===== src/rtl/csvfs_pkg.sv =====
// Package for the CSV field splitter: item types, parser state type and
// the character constants. Used by csvfs_parse and csv_field_splitter.
package csvfs_pkg;

  localparam logic [15:0] UNIT_BOM   = 16'hFEFF;
  localparam logic [15:0] UNIT_COMMA = 16'h002C;
  localparam logic [15:0] UNIT_QUOTE = 16'h0022;

  // Quote tracking codes. The fourth code is never reached and reads as outside.
  localparam logic [1:0] QM_OUT  = 2'd0;
  localparam logic [1:0] QM_IN   = 2'd1;
  localparam logic [1:0] QM_PEND = 2'd2;

  localparam logic KIND_CHAR = 1'b0;
  localparam logic KIND_END  = 1'b1;

  typedef struct packed {
    logic        has_unit;
    logic [15:0] code_unit;
    logic        line_end;
  } in_item_t;

  typedef struct packed {
    logic        kind;
    logic [15:0] cell_unit;
    logic        row_end;
  } out_item_t;

  typedef struct packed {
    logic [1:0] quote_mode;
    logic       cell_nonempty;
    logic       at_line_start;
  } parse_state_t;

  localparam parse_state_t STATE_RESET = '{quote_mode: QM_OUT, cell_nonempty: 1'b0,
                                           at_line_start: 1'b1};

endpackage


===== src/rtl/csvfs_parse.sv =====
// Combinational parse step of the CSV field splitter: one input item and the
// current state give the next state and up to two result items. Uses csvfs_pkg.
module csvfs_parse import csvfs_pkg::*; (
  input  parse_state_t state,
  input  in_item_t     item,
  output parse_state_t state_next,
  output logic [1:0]   res_count,
  output out_item_t    res0,
  output out_item_t    res1
);

  always_comb begin
    logic [1:0]  qm;
    logic        ne;
    logic        do_outside;
    logic        have_char;
    logic        have_end;
    logic [15:0] char_val;
    out_item_t   first_res;
    out_item_t   last_end;

    qm         = state.quote_mode;
    ne         = state.cell_nonempty;
    do_outside = 1'b0;
    have_char  = 1'b0;
    have_end   = 1'b0;
    char_val   = item.code_unit;
    state_next = state;

    if (item.has_unit) begin
      state_next.at_line_start = 1'b0;
      if (!(state.at_line_start && item.code_unit == UNIT_BOM)) begin
        case (qm)
          QM_IN: begin
            if (item.code_unit == UNIT_QUOTE) begin
              qm = QM_PEND;
            end else begin
              have_char = 1'b1;
            end
          end
          QM_PEND: begin
            if (item.code_unit == UNIT_QUOTE) begin
              have_char = 1'b1;
              char_val  = UNIT_QUOTE;
              qm        = QM_IN;
            end else begin
              qm         = QM_OUT;
              do_outside = 1'b1;
            end
          end
          default: begin
            qm         = QM_OUT;
            do_outside = 1'b1;
          end
        endcase

        if (do_outside) begin
          if (item.code_unit == UNIT_COMMA) begin
            have_end = 1'b1;
            ne       = 1'b0;
          end else if (item.code_unit == UNIT_QUOTE && !ne) begin
            qm = QM_IN;
          end else begin
            have_char = 1'b1;
          end
        end
        if (have_char) begin
          ne = 1'b1;
        end
      end
    end
    state_next.quote_mode    = qm;
    state_next.cell_nonempty = ne;

    first_res.kind      = have_end ? KIND_END : KIND_CHAR;
    first_res.cell_unit = have_end ? 16'h0000 : char_val;
    first_res.row_end   = 1'b0;

    last_end.kind      = KIND_END;
    last_end.cell_unit = 16'h0000;
    last_end.row_end   = 1'b1;

    res0 = first_res;
    res1 = last_end;
    if (have_char || have_end) begin
      res_count = item.line_end ? 2'd2 : 2'd1;
    end else begin
      res_count = item.line_end ? 2'd1 : 2'd0;
      res0      = last_end;
    end

    if (item.line_end) begin
      state_next = STATE_RESET;
    end
  end

endmodule


===== src/rtl/csv_field_splitter.sv =====
// Top level of the CSV field splitter: input register, parse step and a
// four-entry result queue. Depends on csvfs_pkg and csvfs_parse.
//
//   channel | signals                      | payload
//   input   | in_valid / in_ready          | in_data  (in_item_t: unit, line end)
//   output  | out_valid / out_ready        | out_data (out_item_t: char or field end)
//
// An item is held in the input register, parsed there, and its results are
// written into the result queue, from which they are visible. One item is
// taken per cycle while the output drains and the queue has room for two results;
// the result queue moves one result per cycle, so an item that ends a field and the line at once gives two results.
// Reset clears the parser state and the input register's valid flag and empties the queue.
// A stalled output holds the input register once the queue lacks room for two.
module csv_field_splitter import csvfs_pkg::*; (
  input  logic      clk,
  input  logic      rst,
  input  logic      in_valid,
  output logic      in_ready,
  input  in_item_t  in_data,
  output logic      out_valid,
  input  logic      out_ready,
  output out_item_t out_data
);

  localparam int QDepth = 4;
  localparam int PtrW   = $clog2(QDepth);

  parse_state_t state;
  parse_state_t state_next;
  logic         s1_valid;
  in_item_t     s1_item;

  logic [1:0]   res_count;
  out_item_t    res0;
  out_item_t    res1;

  out_item_t    queue [QDepth];
  logic [PtrW-1:0] wr_ptr;
  logic [PtrW-1:0] rd_ptr;
  logic [PtrW:0]   count;

  logic pop;
  logic space_ok;
  logic s1_adv;
  logic [PtrW:0] push_n;

  csvfs_parse u_parse (
    .state      (state),
    .item       (s1_item),
    .state_next (state_next),
    .res_count  (res_count),
    .res0       (res0),
    .res1       (res1)
  );

  assign out_valid = (count != '0);
  assign out_data  = queue[rd_ptr];
  assign pop       = out_valid && out_ready;

  // Room for the worst case of two results, counting this cycle's pop.
  assign space_ok = (count <= (PtrW+1)'(QDepth - 2)) ||
                    (pop && count == (PtrW+1)'(QDepth - 1));
  assign s1_adv   = s1_valid && space_ok;
  assign in_ready = !s1_valid || space_ok;
  assign push_n   = s1_adv ? (PtrW+1)'(res_count) : '0;

  always_ff @(posedge clk) begin
    if (rst) begin
      state    <= STATE_RESET;
      s1_valid <= 1'b0;
      wr_ptr   <= '0;
      rd_ptr   <= '0;
      count    <= '0;
    end else begin
      if (in_valid && in_ready) begin
        s1_valid <= 1'b1;
        s1_item  <= in_data;
      end else if (s1_adv) begin
        s1_valid <= 1'b0;
      end

      if (s1_adv) begin
        state <= state_next;
        if (res_count != 2'd0) begin
          queue[wr_ptr] <= res0;
        end
        if (res_count == 2'd2) begin
          queue[wr_ptr + PtrW'(1)] <= res1;
        end
        wr_ptr <= wr_ptr + PtrW'(push_n);
      end

      if (pop) begin
        rd_ptr <= rd_ptr + PtrW'(1);
      end
      count <= count + push_n - (PtrW+1)'(pop);
    end
  end

endmodule

===== config.mk =====
export PLATFORM = sky130hd
export DESIGN_NAME = csv_field_splitter
export DESIGN_NICKNAME = d
export VERILOG_FILES = /design/src/rtl/csvfs_pkg.sv /design/src/rtl/csvfs_parse.sv /design/src/rtl/csv_field_splitter.sv
export SDC_FILE = /design/constraint.sdc
export NUM_CORES = 1
export LEC_CHECK = 0
export ABC_AREA = 1
export BUFFER_PORTS_ARGS = -buffer_cell sky130_fd_sc_hd__clkbuf_2
export CORE_MARGIN = 3
export CORE_UTILIZATION = 50
export CTS_CLUSTER_DIAMETER = 200
export DETAILED_ROUTE_END_ITERATION = 8
export PLACE_DENSITY = 0.75
export SLEW_MARGIN = 5
export SYNTH_ARGS = -nofsm -noshare
export SYNTH_HDL_FRONTEND = slang
export SYNTH_SLANG_ARGS = --single-unit

===== constraint.sdc =====
create_clock -name clk -period 2.71 [get_ports clk]
set_clock_uncertainty 0.05 [all_clocks]
set_input_delay 0.542 -clock clk [delete_from_list [all_inputs] [get_ports clk]]
set_output_delay 0.542 -clock clk [all_outputs]
set_load 0.005 [all_outputs]

# Yosys cells after proc, flatten, opt, wreduce, memory -nomap -nowiden
# Memory sizes are Yosys's and may differ from the RTL's. A register that Yosys moved wholly into a read port is not among the register bits.
# Cells that the tools add are included.
# word_totals
out_inout_bits	20
ramBits	72
romBits	0
mem_count	1
inputBits	22
ff_bits	30
latchBits	0
# op_classes
shift	0
magnitude_cmp	1
n_eq_ne	8
addsub	5
n_mux	55
reduce_logical	21
multipliers	0
bitwise	1
div	0
# mem_list
memory	depth	word_bits	read_ports	rd_clocked_by_memory_dff	write_ports	line_no	text
queue	4	18	1	1	2	csv_field_splitter.sv:37	out_item_t queue [QDepth];
# op_table
operator	n
2-to-1 mux 16 bit	5
2-to-1 mux 1 bit	34
equality test 16 x 6 -> 1 bit (second input constant)	2
2-to-1 mux 2 bit	11
2-to-1 mux 18 bit	1
equality test 16 bit (second input constant)	1
nonzero test 3 bit	3
logical AND 1 bit	6
nonzero test 2 bit	3
AND reduction 5 bit	1
adder 2 x 1 -> 2 bit (second input constant)	2
equality test 2 bit (second input constant)	2
2-to-1 mux 4 bit	1
one-hot mux 1 bit (2 select lines)	2
one-hot mux 2 bit (2 select lines)	1
AND reduction 2 bit	2
adder 3 x 2 -> 3 bit	1
equality test 3 x 2 -> 1 bit (second input constant)	1
less-or-equal comparator 3 x 2 -> 1 bit (second input constant)	1
logical OR 1 bit	3
AND reduction 3 bit	1
subtractor 3 x 1 -> 3 bit	1
adder 2 bit	1
equality test 2 x 1 -> 1 bit (second input constant)	1
3 further kinds	4

# Longest topological paths before layout
# logic_depth
depth_word	17
ltp_mapped	17
depth_no_buf	17

# Cells and area by module
# From an unflattened synthesis, not the netlist that was laid out.
# hier_totals
hier_cells	668
area_unflattened_um2	5876.9
# by_module_without_submodules
mod	area_per_inst_um2	n_inst	seq_area_each_um2	cells_per_inst
csv_field_splitter	5096.1	1	2982.9	529
csvfs_parse	780.7	1	0.0	139

# Worst setup path after synthesis
# No wires, ideal clock.
# synth_path
path_kind	reg-to-reg
from	reg s1_item[16] (netlist bit)
to	reg count[2]
path_buffers	0
arrival_ns	2.455
synth_period_minus_slack_ns	2.625
slack_ns	0.085
t_required_ns	2.540
path_stages_with_launch	17
setup_time_ns	0.120
cell_sequence	edfxtp_1 -> nor2_1 -> nand2_2 -> nor2_4 -> nand2_2 -> nand2_2 -> nand2_2 -> nand3_1 -> nand2_1 -> ha_1 -> nand2_1 -> nand2_1 -> nand2_1 -> ha_1 -> fa_1 -> o21ai_0 -> a21oi_1
# synth_via
elab_chain_cells	15
elab_cells_between_ends	27
# synth_rtl
item	line_no	text
start, declared	csv_field_splitter.sv:31	in_item_t s1_item;
start signal, assigned	csv_field_splitter.sv:77	s1_item <= in_data;
equality test 16 x 6 -> 1 bit	csvfs_parse.sv:35, csvfs_parse.sv:42, csvfs_parse.sv:61	
2-to-1 mux 1 bit (on tied branches)	csvfs_parse.sv:42, csvfs_parse.sv:35	
one-hot mux 1 bit (2 select lines)	csvfs_parse.sv:33	case (qm)
2-to-1 mux 1 bit (on tied branches)	csvfs_parse.sv:61, csvfs_parse.sv:32	
2-to-1 mux 1 bit (on tied branches)	csvfs_parse.sv:58, csvfs_parse.sv:30	
2-to-1 mux 1 bit	csvfs_parse.sv:57	if (do_outside) begin
2-to-1 mux 1 bit	csvfs_parse.sv:32	if (!(state.at_line_start && item.code_unit == UNIT_BOM)) begin
2-to-1 mux 1 bit	csvfs_parse.sv:30	if (item.has_unit) begin
2-to-1 mux 1 bit	csvfs_parse.sv:32	
2-to-1 mux 1 bit	csvfs_parse.sv:30	
logical OR 1 bit (*)	csvfs_parse.sv:85	if (have_char || have_end) begin
2-to-1 mux 2 bit (*)	csvfs_parse.sv:85	
2-to-1 mux 2 bit (*)	csv_field_splitter.sv:65	assign push_n = s1_adv ? (PtrW+1)'(res_count) : '0;
adder 3 x 2 -> 3 bit (*)	csv_field_splitter.sv:96	count <= count + push_n - (PtrW+1)'(pop);
subtractor 3 x 1 -> 3 bit (*)	csv_field_splitter.sv:96	
end signal, assigned	csv_field_splitter.sv:96	
end, declared	csv_field_splitter.sv:40	logic [PtrW:0] count;
# Mark *: on every way between the ends. The rest lies on a longest branch, timed or not. The select of a mux whose other input is x is not followed.
# A chain may end at the register's enable or synchronous reset.

# Worst setup path in the final report
# layout_path
from	reg s1_item[5] (netlist bit)
to	reg count[1]
# Same word-level chain as after synthesis.

==> results.rst <==
.. list-table::
   :header-rows: 1

   * - Metric
     - Value
   * - Result of the run
     - complete, no violations
   * - Final slew viol count
     - 0
   * - H-tree level count
     - 3
   * - Number of primary I/O pins
     - 42
   * - Max VDD drop
     - about 0.00038 V
   * - Synth Area per Inst
     - between 7 and 8 µm²
   * - Multi-input gate area
     - around 0.0025 mm²
   * - Total Nets Final
     - just under 800
   * - Transition time of the tightest slew-check pin
     - roughly 450 ps
   * - Setup CP Type
     - reg -> reg
   * - Portion of the clock cycle consumed by the worst path in the final layout
     - 0.979
   * - Number of global-route vias before repair
     - roughly 4300
   * - Largest buffer count on any clock path
     - 2
   * - Floorplan core area
     - 0.0100 mm²
   * - HPWL after detailed placement
     - around 8500 µm
   * - Wire length reported by the detailed router
     - roughly 13000 µm
   * - Leakage power total
     - approximately 3.2 nW
   * - Setup crit end kind
     - flop
   * - DIE AREA
     - roughly 0.012 mm²
   * - Worst reg2reg path startpoint
     - s1_item[5]
   * - Via count
     - ~4600
   * - Drt pass-1 iters
     - 5
   * - Number of diodes added for antenna fixing
     - 0
   * - Sequential fraction of the synthesis area
     - 0.430
   * - Total global-route track usage
     - 0.222
   * - Worst Setup Slack post-DPL
     - -40.2 ps
   * - End point of the critical path
     - count[1]
   * - Worst-path clk slew
     - around 100 ps
   * - Number of CTS-inserted buffers
     - 9
   * - Share of the core filled with cells in the final layout
     - 0.602
   * - Number of remaining DRC errors
     - 0
   * - Final worst setup slack
     - approximately 58 ps
   * - Clock latency reported for the late side of the worst-skew pair
     - 370 ps
   * - Maximum number of pins on one net before global-route repair
     - 53
   * - Initial standard-cell utilization of the core
     - 0.526
   * - Endpoint of the worst register-to-register path
     - count[1]
   * - Storage cell area
     - ~0.0023 mm²
   * - Number of hold-slack violations in the final timing report
     - 0
   * - Power consumption
     - ~5.2 mW
   * - Root cell of the clock tree
     - sky130_fd_sc_hd__clkbuf_8
   * - Aggregate global routing overflow
     - 0
   * - Synth-to-Final Area Change
     - 14.3%
   * - Post-synth cell types
     - 33
   * - Filler cell count
     - between 800 and 900
   * - Cell area after layout
     - between 0.006 and 0.007 mm²
   * - Global placer's final weighted congestion
     - 0.824
   * - Die Width
     - 109 µm
   * - Synth warn
     - 0
   * - Clock tree sinks
     - roughly 100
   * - Detailed router's first-iteration violation count
     - ~330
   * - Vias/cell
     - roughly 5
   * - Critical path startpoint
     - s1_item[5]
   * - Crit path max fanout
     - 3
   * - Synth Net Count
     - 719
   * - Post-synth design cell area
     - ~0.0053 mm²
   * - Setup slack on the worst flop-to-flop path
     - 60 ps
   * - Number of max-capacitance violations reported
     - 0
   * - Depth of the worst register-to-register path
     - 17
   * - Required time at the endpoint of the critical path
     - 2980 ps
   * - # rows
     - 36
   * - Number of antenna violations at the first check in global routing
     - 0
   * - Worst slew margin
     - 0.701
   * - Critical Path AT
     - approximately 2900 ps
   * - Max Freq
     - between 300 and 400 MHz
   * - Class of the worst hold path
     - in -> reg
   * - Count of input and output buffers
     - 41
   * - Global-route wire length before repair
     - 20400 µm
   * - Cell count after synthesis
     - 690
   * - Shortest period the worst path allows
     - between 2000 and 3000 ps
   * - Power density normalized to cell area
     - between 800 and 900 mW/mm²
   * - Average routed wire per standard cell
     - 14.4 µm
   * - Antenna viol nets, final
     - 0
   * - Fraction of final layout cells with drive strength greater than 1
     - 0.242
   * - Launching element type of the critical path
     - flop
   * - Final setup vio count
     - 0
   * - Placed cell area
     - 0.00566 mm²
   * - Hold-fix buffer count after cts
     - 0
   * - Chip height
     - ~110 µm
   * - CTS tree
     - yes
   * - Number of register bits inferred by synthesis
     - approximately 100
[Yosys cell counts]
cell type	number	area, µm²
sky130_fd_sc_hd__a21oi_1	107	536
sky130_fd_sc_hd__a21oi_2	23	201
sky130_fd_sc_hd__buf_1	1	3.75
sky130_fd_sc_hd__buf_12	2	40.0
sky130_fd_sc_hd__buf_2	7	35.0
sky130_fd_sc_hd__buf_4	3	22.5
sky130_fd_sc_hd__buf_6	5	56.3
sky130_fd_sc_hd__clkbuf_1	9	33.8
sky130_fd_sc_hd__clkinv_1	3	11.3
sky130_fd_sc_hd__clkinv_2	2	10.0
sky130_fd_sc_hd__dfxtp_1	86	1720
sky130_fd_sc_hd__edfxtp_1	18	541
sky130_fd_sc_hd__fa_1	1	20.0
sky130_fd_sc_hd__ha_1	6	75.1
sky130_fd_sc_hd__inv_1	101	379
sky130_fd_sc_hd__inv_2	2	7.51
sky130_fd_sc_hd__inv_4	2	12.5
sky130_fd_sc_hd__nand2_1	199	747
sky130_fd_sc_hd__nand2_2	10	62.6
sky130_fd_sc_hd__nand2_4	1	11.3
sky130_fd_sc_hd__nand3_1	17	85.1
sky130_fd_sc_hd__nand3_2	7	70.1
sky130_fd_sc_hd__nand3_4	13	228
sky130_fd_sc_hd__nand4_1	1	6.26
sky130_fd_sc_hd__nor2_1	27	101
sky130_fd_sc_hd__nor2_2	1	6.26
sky130_fd_sc_hd__nor2_4	5	56.3
sky130_fd_sc_hd__nor2_8	1	20.0
sky130_fd_sc_hd__nor3_1	1	5.00
sky130_fd_sc_hd__o21ai_0	23	115
sky130_fd_sc_hd__o22ai_1	2	12.5
sky130_fd_sc_hd__or2_2	2	12.5
sky130_fd_sc_hd__xor2_1	2	17.5
[final cells by class]
class | count | area share
clock buffer | 9 | 0.0206
clock inverter | 7 | 0.00894
inverter | 110 | 0.0699
multi-input combinational | 449 | 0.415
sequential | 104 | 0.376
tap | 133 | 0.0277
timing repair buffer | 77 | 0.0824
[layout by cell type (no fill, tap or decap), drive strengths merged, types with 2 or more instances in the layout]
| master | count |
|---|---|
| a21oi | 130 |
| dfxtp | 86 |
| or2 | 2 |
| o21ai | 23 |
| nand3 | 37 |
| clkinv | 9 |
| nor2 | 34 |
| ha | 6 |
| inv | 108 |
| clkbuf | 50 |
| edfxtp | 18 |
| nand2 | 210 |
| buf | 36 |
| o22ai | 2 |
| xor2 | 2 |
[worst min path at each step]
stage	start	endpoint	depth (start not counted)
after global placement	queue[2][17]	queue[2][17]	2
after global routing	in_data[1]	s1_item[1]	1
final	in_data[8]	s1_item[8]	1
after floorplan	state[0]	state[0]	2
after CTS	in_data[17]	s1_item[17]	1
after detailed placement	state[0]	state[0]	2
[power by group]
group / switching [mW] / total [mW] / internal, mW
logic: 1.15 / 1.98 / 0.833
clock network: 0.558 / 0.903 / 0.345
registers: 0.252 / 2.35 / 2.10
total: 1.96 / 5.23 / 3.28
[cells by family (layout without fill, tap and decap cells)]
| family | after synthesis | after routing | synth area share |
|---|---|---|---|
| and+or+nand+nor | 285 | 285 | 0.268 |
| AOI/OAI and AO/OA | 155 | 155 | 0.164 |
| buffers and inverters | 137 | 203 | 0.116 |
| DFF | 104 | 104 | 0.430 |
| adders and majority gates | 7 | 7 | 0.0181 |
| xor gates and xnor gates | 2 | 2 | 0.00333 |
[flip-flops by register name (all words and copies together) (netlist names), named ones only]
signal,cells
state,4
s1_item,18
count,3
s1_valid,1
wr_ptr,2
queue,72
rd_ptr,2
[worst max-delay path, stage by stage (launching register included)]
cell and delay [ps]:
sky130_fd_sc_hd__edfxtp_1 460, sky130_fd_sc_hd__inv_1 80, sky130_fd_sc_hd__nand2_1 50, sky130_fd_sc_hd__nor2_1 110
sky130_fd_sc_hd__nand2_1 110, sky130_fd_sc_hd__nor2_4 120, sky130_fd_sc_hd__buf_6 120, sky130_fd_sc_hd__nor2_4 30
sky130_fd_sc_hd__nand2_2 100, sky130_fd_sc_hd__nand3_2 100, sky130_fd_sc_hd__nand2_4 90, sky130_fd_sc_hd__ha_4 210
sky130_fd_sc_hd__nand3_1 100, sky130_fd_sc_hd__nand2_2 60, sky130_fd_sc_hd__ha_2 170, sky130_fd_sc_hd__fa_2 520
sky130_fd_sc_hd__inv_1 40, sky130_fd_sc_hd__nor2_1 70
[repair_timing]
action / in CTS / in global routing
resized for setup: 2 / 27
buffers inserted: 2 / 7
setup endpoints to repair: 2 / 33
pin swaps: 4 / 14
[layer usage]
metal,share of wire,wire length [µm],vias to the layer above,global-route usage
li1,-,-,2295,-
met1,0.42,5350,2087,0.274
met2,0.51,6480,147,0.387
met3,0.061,784,21,0.0406
met4,0.017,213,0,0.0757
met5,0,0,-,0
[per-stage QoR]
stage | TNS, ps | std cells | hold slack, ps
after floorplan | 0 | 690 | 379
after global placement | 0 | 864 | 395
after detailed placement | -40.2 | 864 | 402
after CTS | 0 | 882 | 266
after global routing | -415 | 889 | 275
final | 0 | 889 | 284
No activity file was read; power rests on OpenSTA's default activity.
